File: src/sv/tkst_pkg.sv
// shared types, constants and helper functions of the key sequence tokenizer
package tkst_pkg;

    localparam logic [7:0] CH_ESC   = 8'h1B;
    localparam logic [7:0] CH_CSI   = 8'h5B;
    localparam logic [7:0] CH_SS3   = 8'h4F;
    localparam logic [7:0] CH_CYR0  = 8'hD0;
    localparam logic [7:0] CH_CYR1  = 8'hD1;
    localparam logic [7:0] CH_TILDE = 8'h7E;

    localparam logic OP_BYTE = 1'b0;
    localparam logic OP_TICK = 1'b1;

    localparam logic CFG_LIMIT   = 1'b0;
    localparam logic CFG_TIMEOUT = 1'b1;

    localparam int          LEN_W     = 5;
    localparam int          TMO_W     = 20;
    localparam int          LEN_MAX   = 31;
    localparam logic [19:0] WAIT_MAX  = 20'hFFFFF;
    localparam int          QDEPTH    = 4;
    localparam int          QAW       = 2;

    typedef enum logic [2:0] {
        K_UTF8     = 3'd0,
        K_LONE_ESC = 3'd1,
        K_CSI      = 3'd2,
        K_ESC_BYTE = 3'd3,
        K_ESC_CYR  = 3'd4,
        K_CUT      = 3'd5
    } t_kind;

    typedef struct packed {
        t_kind             kind;
        logic [LEN_W-1:0]  length;
    } t_desc;

    typedef enum logic {
        B_IDLE = 1'b0,
        B_WAIT = 1'b1
    } t_back_state;

    function automatic logic [2:0] utf8_need(input logic [7:0] lead);
        logic [2:0] n;
        if (lead < 8'h80) begin
            n = 3'd1;
        end else if (lead >= 8'hC0 && lead <= 8'hDF) begin
            n = 3'd2;
        end else if (lead >= 8'hE0 && lead <= 8'hEF) begin
            n = 3'd3;
        end else if (lead >= 8'hF0 && lead <= 8'hF7) begin
            n = 3'd4;
        end else begin
            n = 3'd1;
        end
        return n;
    endfunction

    function automatic logic is_letter(input logic [7:0] b);
        return (b >= 8'h41 && b <= 8'h5A) || (b >= 8'h61 && b <= 8'h7A);
    endfunction

endpackage

File: src/sv/tkst_ram.sv
// generic simple dual port ram with registered read
module tkst_ram #(
    parameter int WIDTH = 8,
    parameter int DEPTH = 64
) (
    input  logic                     i_clk,
    input  logic                     i_we,
    input  logic [$clog2(DEPTH)-1:0] i_waddr,
    input  logic [WIDTH-1:0]         i_wdata,
    input  logic                     i_re,
    input  logic [$clog2(DEPTH)-1:0] i_raddr,
    output logic [WIDTH-1:0]         o_rdata
);

    logic [WIDTH-1:0] r_mem [DEPTH];
    logic [WIDTH-1:0] r_rdata;

    always_ff @(posedge i_clk) begin
        if (i_we) begin
            r_mem[i_waddr] <= i_wdata;
        end
        if (i_re) begin
            r_rdata <= r_mem[i_raddr];
        end
    end

    assign o_rdata = r_rdata;

endmodule

File: src/sv/tkst_front.sv
// front end: accepts bytes and ticks, buffers token bytes and decides where tokens end
module tkst_front import tkst_pkg::*; #(
    parameter int BUF_DEPTH = 32
) (
    input  logic                           i_clk,
    input  logic                           i_rst_n,
    input  logic                           i_cfg_we,
    input  logic                           i_cfg_addr,
    input  logic [TMO_W-1:0]               i_cfg_wdata,
    input  logic                           i_push,
    input  logic                           i_op,
    input  logic [7:0]                     i_data_byte,
    output logic                           o_full,
    input  logic                           i_q_full,
    output logic                           o_q_push,
    output t_desc                          o_q_desc,
    output logic                           o_ram_we,
    output logic [$clog2(2*BUF_DEPTH)-1:0] o_ram_waddr,
    output logic [7:0]                     o_ram_wdata,
    input  logic                           i_byte_done
);

    localparam int RING = 2 * BUF_DEPTH;
    localparam int AW   = $clog2(RING);
    localparam int UW   = $clog2(RING + 1);
    localparam int CAPI = (BUF_DEPTH < LEN_MAX) ? BUF_DEPTH : LEN_MAX;
    localparam logic [LEN_W-1:0] CAP = LEN_W'(CAPI);

    logic [LEN_W-1:0] r_limit, n_limit;
    logic [TMO_W-1:0] r_tmo, n_tmo;
    logic [LEN_W-1:0] r_fill, n_fill;
    logic [7:0]       r_first, n_first;
    logic [7:0]       r_second, n_second;
    logic [TMO_W-1:0] r_wait, n_wait;
    logic [AW-1:0]    r_base, n_base;
    logic [AW-1:0]    r_wr, n_wr;
    logic [UW-1:0]    r_used, n_used;

    logic             accept, is_byte, is_tick;
    logic [LEN_W-1:0] lim_eff;
    logic [TMO_W-1:0] tmo_eff;
    logic             discard;
    logic [LEN_W-1:0] fill_base, len;
    logic [7:0]       first_b, second_b;
    logic [AW-1:0]    waddr, wr_next;
    logic             byte_emit;
    t_kind            byte_kind;
    logic             lone, tick_emit;
    logic [TMO_W-1:0] wait_inc;

    assign o_full  = (r_used == UW'(RING)) || i_q_full;
    assign accept  = i_push && !o_full;
    assign is_byte = accept && (i_op == OP_BYTE);
    assign is_tick = accept && (i_op == OP_TICK);

    always_comb begin
        lim_eff = (r_limit == '0) ? LEN_W'(1) : r_limit;
        if (lim_eff > CAP) begin
            lim_eff = CAP;
        end
        tmo_eff = (r_tmo == '0) ? TMO_W'(1) : r_tmo;
    end

    assign discard   = (r_fill >= lim_eff);
    assign fill_base = discard ? '0 : r_fill;
    assign len       = fill_base + LEN_W'(1);
    assign first_b   = (fill_base == '0) ? i_data_byte : r_first;
    assign second_b  = (fill_base == LEN_W'(1)) ? i_data_byte : r_second;
    assign waddr     = discard ? r_base : r_wr;
    assign wr_next   = (waddr == AW'(RING - 1)) ? '0 : waddr + AW'(1);

    // token end rules for a received byte
    always_comb begin
        byte_emit = 1'b0;
        byte_kind = K_UTF8;
        if (first_b == CH_ESC) begin
            if (len >= LEN_W'(2)) begin
                if (second_b == CH_CSI || second_b == CH_SS3) begin
                    if (len > LEN_W'(2) && (is_letter(i_data_byte) || i_data_byte == CH_TILDE))
                    begin
                        byte_emit = 1'b1;
                        byte_kind = K_CSI;
                    end
                end else if (second_b == CH_CYR0 || second_b == CH_CYR1) begin
                    if (len > LEN_W'(2)) begin
                        byte_emit = 1'b1;
                        byte_kind = K_ESC_CYR;
                    end
                end else begin
                    byte_emit = 1'b1;
                    byte_kind = K_ESC_BYTE;
                end
            end
        end else if (len >= LEN_W'(utf8_need(first_b))) begin
            byte_emit = 1'b1;
            byte_kind = K_UTF8;
        end
        if (!byte_emit && len >= lim_eff) begin
            byte_emit = 1'b1;
            byte_kind = K_CUT;
        end
    end

    assign lone      = (r_fill == LEN_W'(1)) && (r_first == CH_ESC);
    assign wait_inc  = (r_wait == WAIT_MAX) ? r_wait : r_wait + TMO_W'(1);
    assign tick_emit = lone && (wait_inc >= tmo_eff);

    always_comb begin
        n_limit     = r_limit;
        n_tmo       = r_tmo;
        n_fill      = r_fill;
        n_first     = r_first;
        n_second    = r_second;
        n_wait      = r_wait;
        n_base      = r_base;
        n_wr        = r_wr;
        n_used      = r_used - (i_byte_done ? UW'(1) : UW'(0));
        o_q_push    = 1'b0;
        o_q_desc    = '{kind: K_UTF8, length: len};
        o_ram_we    = 1'b0;
        o_ram_waddr = waddr;
        o_ram_wdata = i_data_byte;
        if (i_cfg_we) begin
            if (i_cfg_addr == CFG_LIMIT) begin
                n_limit = i_cfg_wdata[LEN_W-1:0];
            end else begin
                n_tmo = i_cfg_wdata;
            end
        end
        if (is_byte) begin
            o_ram_we = 1'b1;
            n_first  = first_b;
            n_second = second_b;
            n_wr     = wr_next;
            n_used   = n_used + UW'(1) - (discard ? UW'(r_fill) : UW'(0));
            if (byte_emit) begin
                o_q_push = 1'b1;
                o_q_desc = '{kind: byte_kind, length: len};
                n_fill   = '0;
                n_base   = wr_next;
                n_wait   = '0;
            end else begin
                n_fill = len;
                if (fill_base == '0) begin
                    n_wait = '0;
                end
            end
        end else if (is_tick && lone) begin
            n_wait = wait_inc;
            if (tick_emit) begin
                o_q_push = 1'b1;
                o_q_desc = '{kind: K_LONE_ESC, length: LEN_W'(1)};
                n_fill   = '0;
                n_wait   = '0;
                n_base   = r_wr;
            end
        end
    end

    always_ff @(posedge i_clk) begin
        if (!i_rst_n) begin
            r_limit <= LEN_W'(15);
            r_tmo   <= TMO_W'(100);
            r_fill  <= '0;
            r_wait  <= '0;
            r_base  <= '0;
            r_wr    <= '0;
            r_used  <= '0;
        end else begin
            r_limit <= n_limit;
            r_tmo   <= n_tmo;
            r_fill  <= n_fill;
            r_wait  <= n_wait;
            r_base  <= n_base;
            r_wr    <= n_wr;
            r_used  <= n_used;
        end
    end

    always_ff @(posedge i_clk) begin
        r_first  <= n_first;
        r_second <= n_second;
    end

    // ring never overfills
    assert property (@(posedge i_clk) disable iff (!i_rst_n) r_used <= UW'(RING))
        else $error("ring occupancy out of range");

    // a token never outgrows its limit
    assert property (@(posedge i_clk) disable iff (!i_rst_n)
        is_byte && !discard |-> len <= CAP)
        else $error("token longer than buffer");

endmodule

File: src/sv/tkst_queue.sv
// short queue of finished token descriptors between front and back end
module tkst_queue import tkst_pkg::*; (
    input  logic  i_clk,
    input  logic  i_rst_n,
    input  logic  i_push,
    input  t_desc i_desc,
    output logic  o_full,
    input  logic  i_pop,
    output logic  o_valid,
    output t_desc o_desc
);

    t_desc          r_mem [QDEPTH];
    logic [QAW-1:0] r_wp, r_rp;
    logic [QAW:0]   r_cnt, n_cnt;

    assign o_full  = (r_cnt == (QAW+1)'(QDEPTH));
    assign o_valid = (r_cnt != '0);
    assign o_desc  = r_mem[r_rp];

    always_comb begin
        n_cnt = r_cnt;
        if (i_push && !i_pop) begin
            n_cnt = r_cnt + (QAW+1)'(1);
        end else if (i_pop && !i_push) begin
            n_cnt = r_cnt - (QAW+1)'(1);
        end
    end

    always_ff @(posedge i_clk) begin
        if (!i_rst_n) begin
            r_wp  <= '0;
            r_rp  <= '0;
            r_cnt <= '0;
        end else begin
            r_cnt <= n_cnt;
            if (i_push) begin
                r_wp <= r_wp + QAW'(1);
            end
            if (i_pop) begin
                r_rp <= r_rp + QAW'(1);
            end
        end
    end

    always_ff @(posedge i_clk) begin
        if (i_push) begin
            r_mem[r_wp] <= i_desc;
        end
    end

    assert property (@(posedge i_clk) disable iff (!i_rst_n) i_push |-> !o_full)
        else $error("push into full descriptor queue");

    assert property (@(posedge i_clk) disable iff (!i_rst_n) i_pop |-> o_valid)
        else $error("pop from empty descriptor queue");

endmodule

File: src/sv/tkst_back.sv
// back end: reads finished tokens from the ring and hands out one byte per item
module tkst_back import tkst_pkg::*; #(
    parameter int BUF_DEPTH = 32
) (
    input  logic                           i_clk,
    input  logic                           i_rst_n,
    input  logic                           i_q_valid,
    input  t_desc                          i_q_desc,
    output logic                           o_q_pop,
    output logic                           o_ram_re,
    output logic [$clog2(2*BUF_DEPTH)-1:0] o_ram_raddr,
    input  logic [7:0]                     i_ram_rdata,
    output logic                           o_byte_done,
    input  logic                           i_pop,
    output logic                           o_empty,
    output logic [7:0]                     o_token_byte,
    output logic                           o_token_end,
    output logic [2:0]                     o_token_kind,
    output logic [LEN_W-1:0]               o_token_length
);

    localparam int RING = 2 * BUF_DEPTH;
    localparam int AW   = $clog2(RING);

    t_back_state      r_state, n_state;
    logic [AW-1:0]    r_rd, rd_inc;
    logic [LEN_W-1:0] r_pos;
    logic             r_ovalid;
    logic [7:0]       r_obyte;
    logic             r_oend;
    t_kind            r_okind;
    logic [LEN_W-1:0] r_olen;

    logic can_load, last, load;

    assign can_load = !r_ovalid || i_pop;
    assign last     = (r_pos + LEN_W'(1) == i_q_desc.length);
    assign rd_inc   = (r_rd == AW'(RING - 1)) ? '0 : r_rd + AW'(1);

    always_comb begin
        n_state = r_state;
        unique case (r_state)
            B_IDLE: n_state = i_q_valid ? B_WAIT : B_IDLE;
            B_WAIT: n_state = (can_load && last) ? B_IDLE : B_WAIT;
            default: n_state = B_IDLE;
        endcase
    end

    always_comb begin
        load        = 1'b0;
        o_q_pop     = 1'b0;
        o_ram_re    = 1'b0;
        o_ram_raddr = r_rd;
        unique case (r_state)
            B_IDLE: begin
                o_ram_re = i_q_valid;
            end
            B_WAIT: begin
                load = can_load;
                if (can_load) begin
                    o_q_pop     = last;
                    o_ram_re    = !last;
                    o_ram_raddr = rd_inc;
                end
            end
            default: begin
                load = 1'b0;
            end
        endcase
    end

    assign o_byte_done = load;

    always_ff @(posedge i_clk) begin
        if (!i_rst_n) begin
            r_state  <= B_IDLE;
            r_rd     <= '0;
            r_pos    <= '0;
            r_ovalid <= 1'b0;
        end else begin
            r_state <= n_state;
            if (load) begin
                r_rd     <= rd_inc;
                r_pos    <= last ? '0 : r_pos + LEN_W'(1);
                r_ovalid <= 1'b1;
            end else if (i_pop) begin
                r_ovalid <= 1'b0;
            end
        end
    end

    always_ff @(posedge i_clk) begin
        if (load) begin
            r_obyte <= i_ram_rdata;
            r_oend  <= last;
            r_okind <= i_q_desc.kind;
            r_olen  <= i_q_desc.length;
        end
    end

    assign o_empty        = !r_ovalid;
    assign o_token_byte   = r_obyte;
    assign o_token_end    = r_oend;
    assign o_token_kind   = r_okind;
    assign o_token_length = r_olen;

    // draining only happens against a descriptor at the queue head
    assert property (@(posedge i_clk) disable iff (!i_rst_n)
        r_state == B_WAIT |-> i_q_valid)
        else $error("draining without a token descriptor");

endmodule

File: src/sv/terminal_key_sequence_tokenizer_unit.sv
// top level of the key sequence tokenizer: front end, descriptor queue, ring ram, back end
// a token's descriptor passes through the descriptor queue; the back end then reads the ring ram
//   and registers each byte of the token at its output
// throughput: one input item per cycle while o_full is low; results drain at one byte per cycle,
//   set by the ring ram read port, while the consumer pops; each token first passes the idle state
//   that starts the read. input stalls when the byte ring (2 x BUF_DEPTH) or the 4 entry descriptor queue is full
// synchronous active low reset clears all control state; no clearing pass, ring contents undefined
module terminal_key_sequence_tokenizer_unit import tkst_pkg::*; #(
    parameter int BUF_DEPTH = 32
) (
    input  logic             i_clk,
    input  logic             i_rst_n,
    input  logic             i_cfg_we,
    input  logic             i_cfg_addr,
    input  logic [TMO_W-1:0] i_cfg_wdata,
    input  logic             i_push,
    output logic             o_full,
    input  logic             i_op,
    input  logic [7:0]       i_data_byte,
    input  logic             i_pop,
    output logic             o_empty,
    output logic [7:0]       o_token_byte,
    output logic             o_token_end,
    output logic [2:0]       o_token_kind,
    output logic [LEN_W-1:0] o_token_length
);

    localparam int RING = 2 * BUF_DEPTH;
    localparam int AW   = $clog2(RING);

    logic          q_full, q_push, q_pop, q_valid;
    t_desc         q_in_desc, q_out_desc;
    logic          ram_we, ram_re, byte_done;
    logic [AW-1:0] ram_waddr, ram_raddr;
    logic [7:0]    ram_wdata, ram_rdata;

    tkst_front #(.BUF_DEPTH(BUF_DEPTH)) u_front (
        .i_clk       (i_clk),
        .i_rst_n     (i_rst_n),
        .i_cfg_we    (i_cfg_we),
        .i_cfg_addr  (i_cfg_addr),
        .i_cfg_wdata (i_cfg_wdata),
        .i_push      (i_push),
        .i_op        (i_op),
        .i_data_byte (i_data_byte),
        .o_full      (o_full),
        .i_q_full    (q_full),
        .o_q_push    (q_push),
        .o_q_desc    (q_in_desc),
        .o_ram_we    (ram_we),
        .o_ram_waddr (ram_waddr),
        .o_ram_wdata (ram_wdata),
        .i_byte_done (byte_done)
    );

    tkst_queue u_queue (
        .i_clk   (i_clk),
        .i_rst_n (i_rst_n),
        .i_push  (q_push),
        .i_desc  (q_in_desc),
        .o_full  (q_full),
        .i_pop   (q_pop),
        .o_valid (q_valid),
        .o_desc  (q_out_desc)
    );

    tkst_ram #(.WIDTH(8), .DEPTH(RING)) u_ring (
        .i_clk   (i_clk),
        .i_we    (ram_we),
        .i_waddr (ram_waddr),
        .i_wdata (ram_wdata),
        .i_re    (ram_re),
        .i_raddr (ram_raddr),
        .o_rdata (ram_rdata)
    );

    tkst_back #(.BUF_DEPTH(BUF_DEPTH)) u_back (
        .i_clk          (i_clk),
        .i_rst_n        (i_rst_n),
        .i_q_valid      (q_valid),
        .i_q_desc       (q_out_desc),
        .o_q_pop        (q_pop),
        .o_ram_re       (ram_re),
        .o_ram_raddr    (ram_raddr),
        .i_ram_rdata    (ram_rdata),
        .o_byte_done    (byte_done),
        .i_pop          (i_pop),
        .o_empty        (o_empty),
        .o_token_byte   (o_token_byte),
        .o_token_end    (o_token_end),
        .o_token_kind   (o_token_kind),
        .o_token_length (o_token_length)
    );

endmodule
File: config.mk
export PLATFORM = sky130hd
export DESIGN_NAME = terminal_key_sequence_tokenizer_unit
export DESIGN_NICKNAME = d
export VERILOG_FILES = /design/src/sv/tkst_pkg.sv /design/src/sv/tkst_ram.sv /design/src/sv/tkst_front.sv /design/src/sv/tkst_queue.sv /design/src/sv/tkst_back.sv /design/src/sv/terminal_key_sequence_tokenizer_unit.sv
export SDC_FILE = /design/constraint.sdc
export NUM_CORES = 1
export LEC_CHECK = 0
export ABC_CLOCK_PERIOD_IN_PS = 6000
export BUFFER_PORTS_ARGS = -buffer_cell sky130_fd_sc_hd__buf_2
export CORE_MARGIN = 2
export CORE_UTILIZATION = 50
export DETAILED_ROUTE_END_ITERATION = 8
export MAX_ROUTING_LAYER = met4
export PLACE_DENSITY = 0.68
export SLEW_MARGIN = 0
export SYNTH_ARGS = -nofsm -noshare
export SYNTH_HDL_FRONTEND = slang
export SYNTH_SLANG_ARGS = --single-unit
File: constraint.sdc
create_clock -name i_clk -period 6 [get_ports i_clk]
set_clock_uncertainty 0.15 [all_clocks]
set_input_delay 0.6 -clock i_clk [delete_from_list [all_inputs] [get_ports i_clk]]
set_output_delay 0.6 -clock i_clk [all_outputs]
set_load 0.1 [all_outputs]
==> impl_metrics.toml, run 1 <==
[run_status]
outcome = "finished clean"

[pwr]
ir_worst_vdd_mv = 0.210
power_mw = 12.1
power_leakage_nw = 10.6
p_per_area_nw_per_um2 = 372

[routing]
antenna_left = 0
wl_per_cell_um = 23.4
routed-via-count = 16500
drt_iter0_markers = 1608
routed_wl_mm = 64.6
post-route-drc-count = 0
viasPerCell = 5.98
firstDrtPassIters = 5

[worst_setup_path]
critPathMaxFanout = 6
crit_family = "compound AO/OA/AOI/OAI gates"
r2r-start = "u_front.r_limit[1]"
end_kind = "flip-flop"
start_kind = "flip-flop"
worst-r2r-cell-count = 27
max_stage_delay_ns = 0.39
cp_num_buf_inv = 4
critPathRequiredTime_ns = 6.39
reg2reg_to = "u_queue.r_cnt[2]"
arrival_ns = 6.13
path_common_cell = "ha_1"
cp.depth = 27
rrSetupSlack_ns = 0.26
slowest_stage = "o41ai_4"
path_class = "flip-flop to flip-flop"

[synth]
netlist_area_um2 = 28700
yosysTopAreaCellShare = 0.612
synth-edff-count = 585
synth-seq-cells = 676
yosys-top-cells-area = "edfxtp_1 61%, mux4_2 11%, dfxtp_1 6.4%, nand2_1 2.7%, ha_1 2.3%"
synth_nets = 1944
async_flop_share = 0
synth_flop_cell = "edfxtp_1"
synthCells = 1854
yosys.cell_types.count = 70
synth_top_area_cell = "edfxtp_1"
syn_avg_cell_area_um2 = 15.5
synth-seq-area-share = 0.676
ys_warn_count = 0

[timing]
period_minus_slack_ns = 5.74
finalMaxSlewViolations = 0
worst_slew_pin_slew_ns = 1.13
finalCritPeriodShare = 0.957
setup_violations = 0
slew_headroom = 0.243
layout_setup_ws_ns = 0.260
fmaxAchievable_mhz = 174
setup_tns_ns = 0
finalHoldViolations = 0
hold_slack_ns = 0.0806

[cts]
clk_pin_slew_ns = 0.06
tritoncts = "done"
htree_num_levels = 3
clk_latency_ns = 0.61
numCtsBuffers = 71
clk_root_buffer_cell = "clkbuf_16"
cts_sinks = 676
clockBufferDepth = 3

[finish]
stdcell_count = 2756
layout_common_cells = "585 x edfxtp_1, 207 x nand2_1, 136 x mux4_2, 132 x nor2_1, 91 x dfxtp_1"
drive_above_1_share = 0.194
nets = 2032
area_delta_synth_final_pct = 12.8
mostFrequentLayoutCell = "edfxtp_1"
num-fill-cells = 4365
final_area_um2 = 32400
postLayoutCoreUtil = 0.572

[global_routing]
use_met2 = 0.350
grtUsageMet3 = 0.0341
grt_max_degree = 75
grt_pass1_vias = 16300
track_usage = 0.227
antenna_found_initial = 1
grt_pass1_wl_mm = 98.7
overflow = 0
grt_busiest_layer = "met2"
grt_use_met1 = 0.319

[worst_hold_path]
holdPathEnd = "u_front.r_tmo[11]"
whs_path_depth = 3
worstHoldStart = "i_cfg_wdata[11]"
min_path_type = "input port to flip-flop"

[die]
fp.dieH_um = 244
core.rowCount = 87
io_pins = 54
initial_utilization = 0.507
dieArea_um2 = 59300
core_area_um2 = 56600
die_w_um = 244

[place]
preCtsSetupSlack_ns = 0.147
port_buffers = 53
placed_cell_area_um2 = 30000
place.gp.congestion = 0.888
dp.final_hpwl_mm = 41.0
dpl.cell_count = 2618

[run]
cap_violations = 0
[synth_stat cells (11+ instances only)]
cell / count
ha_1: 53
nor4_1: 11
nor2_1: 132
inv_1: 57
xor2_1: 17
nand2_1: 209
dfxtp_1: 91
a211oi_1: 12
mux2_2: 17
and2_1: 21
nand3_1: 30
mux2i_1: 54
nor3_1: 22
clkbuf_1: 58
nand2b_1: 16
a32oi_1: 34
edfxtp_1: 585
o21ai_0: 36
xnor2_1: 22
a21oi_1: 55
buf_1: 23
nand4_1: 11
o211ai_1: 11
mux4_2: 136
and4_1: 11
[routing by layer]
metal / wire, µm / vias to the layer above / part of all wire
met5: 0 / - / 0
met4: 1350 / 0 / 0.021
met3: 4480 / 93 / 0.069
met2: 30900 / 600 / 0.48
met1: 27800 / 8435 / 0.43
li1: - / 7360 / -
[registers in the layout, summed over array words and instances (netlist names), 6 cells and up, named ones only]
register and flops:
u_back.o_token_byte 8, u_back.r_rd 6, u_front.r_base 6, u_front.r_first 8
u_front.r_second 8, u_front.r_tmo 20, u_front.r_used 7, u_front.r_wait 20
u_front.r_wr 6, u_queue.r_mem 32, u_ring.o_rdata 8, u_ring.r_mem 512
[worst max-delay path by stage]
stage	end	from	slack (ns)
2_1_floorplan	u_queue.r_cnt[2]	u_front.r_limit[1]	0.04
3_3_place_gp	u_queue.r_cnt[2]	u_front.r_limit[3]	0.27
3_5_place_dp	u_queue.r_cnt[2]	u_front.r_limit[3]	0.15
4_1_cts	u_queue.r_cnt[2]	u_front.r_limit[1]	0.13
5_1_grt	u_queue.r_cnt[2]	u_front.r_limit[1]	-0.02
6_report	u_queue.r_cnt[2]	u_front.r_limit[1]	0.26
[power by group]
| group | total [mW] | internal [mW] | switching, mW |
|---|---|---|---|
| Clock | 4.35 | 2.53 | 1.82 |
| Combinational | 2.34 | 0.946 | 1.39 |
| Sequential | 5.36 | 5.28 | 0.0790 |
| Total | 12.1 | 8.76 | 3.29 |
[cell families after synthesis]
group / after synthesis / share of synthesized area
AO/OA/AOI/OAI: 216 / 0.0511
flip-flops: 676 / 0.676
AND/OR/NAND/NOR: 511 / 0.0817
XOR/XNOR: 39 / 0.0119
adder cells (fa/ha/maj): 55 / 0.0245
buffers and inverters: 144 / 0.0194
multiplexers: 213 / 0.135
[cell type report]
| cell class | instances | area, µm² | area share |
|---|---|---|---|
| tap | 756 | 946 | 0.0292 |
| antenna | 1 | 2.50 | 0.0000773 |
| timing repair buffer | 101 | 693 | 0.0214 |
| clock inverter | 40 | 424 | 0.0131 |
| inverter | 58 | 218 | 0.00673 |
| multi-input combinational | 1034 | 8820 | 0.272 |
| sequential | 676 | 19400 | 0.599 |
| clock buffer | 90 | 1870 | 0.0578 |
[worst reg2reg max path: stages (launching register included)]
cell,delay [ns]
dfxtp_1,0.33
o41ai_4,0.39
ha_1,0.29
nand2b_1,0.14
a221o_1,0.39
a21oi_4,0.21
nand2_1,0.09
ha_1,0.21
o21ai_2,0.08
clkbuf_16,0.17
buf_12,0.10
mux2_2,0.32
and2_1,0.18
o21ai_0,0.08
ha_1,0.25
nand2b_1,0.14
a21oi_1,0.15
nor2b_1,0.07
o31a_1,0.33
a211o_1,0.30
a21oi_4,0.20
inv_2,0.08
ha_2,0.20
inv_1,0.07
fa_2,0.19
xor2_1,0.07
or3_1,0.31
a21oi_1,0.15
[repair_timing]
| item | CTS | global route |
|---|---|---|
| setup buffers | 0 | 7 |
| endpoints found under the setup margin | 0 | 2 |
| gates resized for setup | 0 | 8 |
| hold buffers | 0 | 0 |
Note: power is estimated with default switching activity, not from simulation.
==> run 2, diff against run 1 <==
REMOVE_ABC_BUFFERS = 1   (was not set)
==> impl_metrics.toml, run 2 (synthesized netlist as in run 1, its figures left out) <==
[routing]
post-route-drc-count = 0
wirelength_met1_mm = 27.9
antenna_left = 0
routed.top_layer = "met4"
wl_per_cell_um = 23.8
dr_wl_met2_mm = 31.3
drt_iter0_markers = 1802
routed_wl_mm = 65.6
viasPerCell = 6.02
routed-via-count = 16600
wl_met3_mm = 4.71
firstDrtPassIters = 6

[worst_setup_path]
crit_family = "compound AO/OA/AOI/OAI gates"
r2r-start = "u_front.r_limit[1]"
critPathMaxFanout = 5
start_kind = "flip-flop"
arrival_ns = 5.98
worst-r2r-cell-count = 26
reg2reg_to = "u_queue.r_cnt[2]"
rrSetupSlack_ns = 0.39
path_common_cell = "ha_1"
critPathRequiredTime_ns = 6.37
cp_num_buf_inv = 3
end_kind = "flip-flop"
path_class = "flip-flop to flip-flop"
slowest_stage = "o41ai_4"
max_stage_delay_ns = 0.38
crit_path_start = "u_front.r_limit[1]"

[timing]
period_minus_slack_ns = 5.61
rsz0062_at_grt = "false"
setup_tns_ns = 0
worst_slew_pin_slew_ns = 1.17
fmaxAchievable_mhz = 178
setup_violations = 0
finalHoldViolations = 0
slew_headroom = 0.219
finalMaxSlewViolations = 0
finalCritPeriodShare = 0.936
layout_setup_ws_ns = 0.385

[finish]
nets = 2031
antennaDiodeCount = 0
final_area_um2 = 32300
mostFrequentLayoutCell = "edfxtp_1"
top_register = "u_ring.r_mem"
largest_register_ffs = 512
area_delta_synth_final_pct = 12.6
drive_above_1_share = 0.194
reg_top3 = "u_ring.r_mem x512, u_queue.r_mem x32"
layout_common_cells = "585 x edfxtp_1, 208 x nand2_1, 136 x mux4_2, 132 x nor2_1, 91 x dfxtp_1"

[global_routing]
grt_pass1_wl_mm = 101
overflow = 0
track_usage = 0.231
grt_max_degree = 69
antenna_found_initial = 1
grt_pass1_vias = 16700

[die]
initial_utilization = 0.507
core.rowCount = 87
die_w_um = 244
core_area_um2 = 56600
io_pins = 54
fp.dieH_um = 244
dieArea_um2 = 59300

[cts]
clk_pin_slew_ns = 0.06
cts_sinks = 676
clk_root_buffer_cell = "clkbuf_16"
clk_latency_ns = 0.62
tritoncts = "done"
numCtsBuffers = 72
clockBufferDepth = 3
htree_num_levels = 3

[pwr]
p_per_area_nw_per_um2 = 370
power_leakage_nw = 10.6
ir_worst_vdd_mv = 0.239

[place]
place.gp.congestion = 0.840
preCtsSetupSlack_ns = 0.0687
placed_cell_area_um2 = 30000
dp.final_hpwl_mm = 41.7
port_buffers = 53

[worst_hold_path]
holdPathEnd = "u_front.r_tmo[5]"
min_path_type = "input port to flip-flop"
whs_path_depth = 3
worstHoldStart = "i_cfg_wdata[5]"

[run]
cap_violations = 0

[run_status]
outcome = "finished clean"
==> run 2: changes by cell type in the layout (fill, tap and decap cells not counted), moves of 2 or more <==
cell	previous run	this run
buf_4	43	41
bufinv_16	7	3
clkbuf_8	0	4
clkinv_2	11	14
inv_6	3	1
==> run 2: per-stage QoR <==
step / util / instances / hold slack [ns] / total power, mW
3_5_place_dp: 0.530 / 2621 / 0.255 / 7.79
2_1_floorplan: - / 1768 / 0.250 / 7.35
3_3_place_gp: 0.530 / 2621 / 0.254 / 7.74
4_1_cts: 0.570 / 2752 / 0.0437 / 12.0
6_report: 0.571 / 2754 / 0.0688 / 12.0
5_1_grt: 0.571 / 2754 / 0.0780 / 12.4
==> run 2: cell type report <==
cell class,count,area [µm²]
clock inverter,37,317
sequential,676,19400
inverter,58,218
timing repair buffer,99,673
multi-input combinational,1034,8810
clock buffer,94,1950
fill,4314,24300
tap,756,946
==> run 2: what timing repair did <==
action,4_1_cts,5_1_grt
hold endpoints to repair,0,0
resized for setup,0,7
hold buffers,0,0
setup buffers,0,2
endpoints found under the setup margin,0,6
==> run 2: tightest hold or removal path, delay by kind of cell <==
kind                   cells  cell delay [ns]
AO/OA/AOI/OAI              1             0.07
buffers and inverters      1             0.08
AND/OR/NAND/NOR            1             0.04
==> run 2: worst max-delay path by stage <==
| stage | to | slack, ns | depth (start not counted) |
|---|---|---|---|
| 3_3_place_gp | u_queue.r_cnt[2] | 0.11 | 26 |
| 6_report | u_queue.r_cnt[2] | 0.39 | 26 |
| 4_1_cts | u_queue.r_cnt[2] | 0.03 | 26 |
| 2_1_floorplan | u_ring.o_rdata[6] | -1.82 | 9 |
| 5_1_grt | u_queue.r_cnt[2] | 0.02 | 26 |
| 3_5_place_dp | u_queue.r_cnt[1] | 0.07 | 25 |
==> run 2: power by group <==
part           switching [mW]  leakage [nW]  total (mW)  internal [mW]
Clock                    1.84          1.11        4.27           2.43
Combinational            1.37          3.43        2.33          0.954
Sequential             0.0737          6.04        5.35           5.28
==> run 2: per-layer routing <==
layer | vias to the layer above | track usage
met4 | 0 | 0.0716
met2 | 662 | 0.356
met1 | 8438 | 0.320
met3 | 114 | 0.0350
met5 | - | -
li1 | 7364 | -
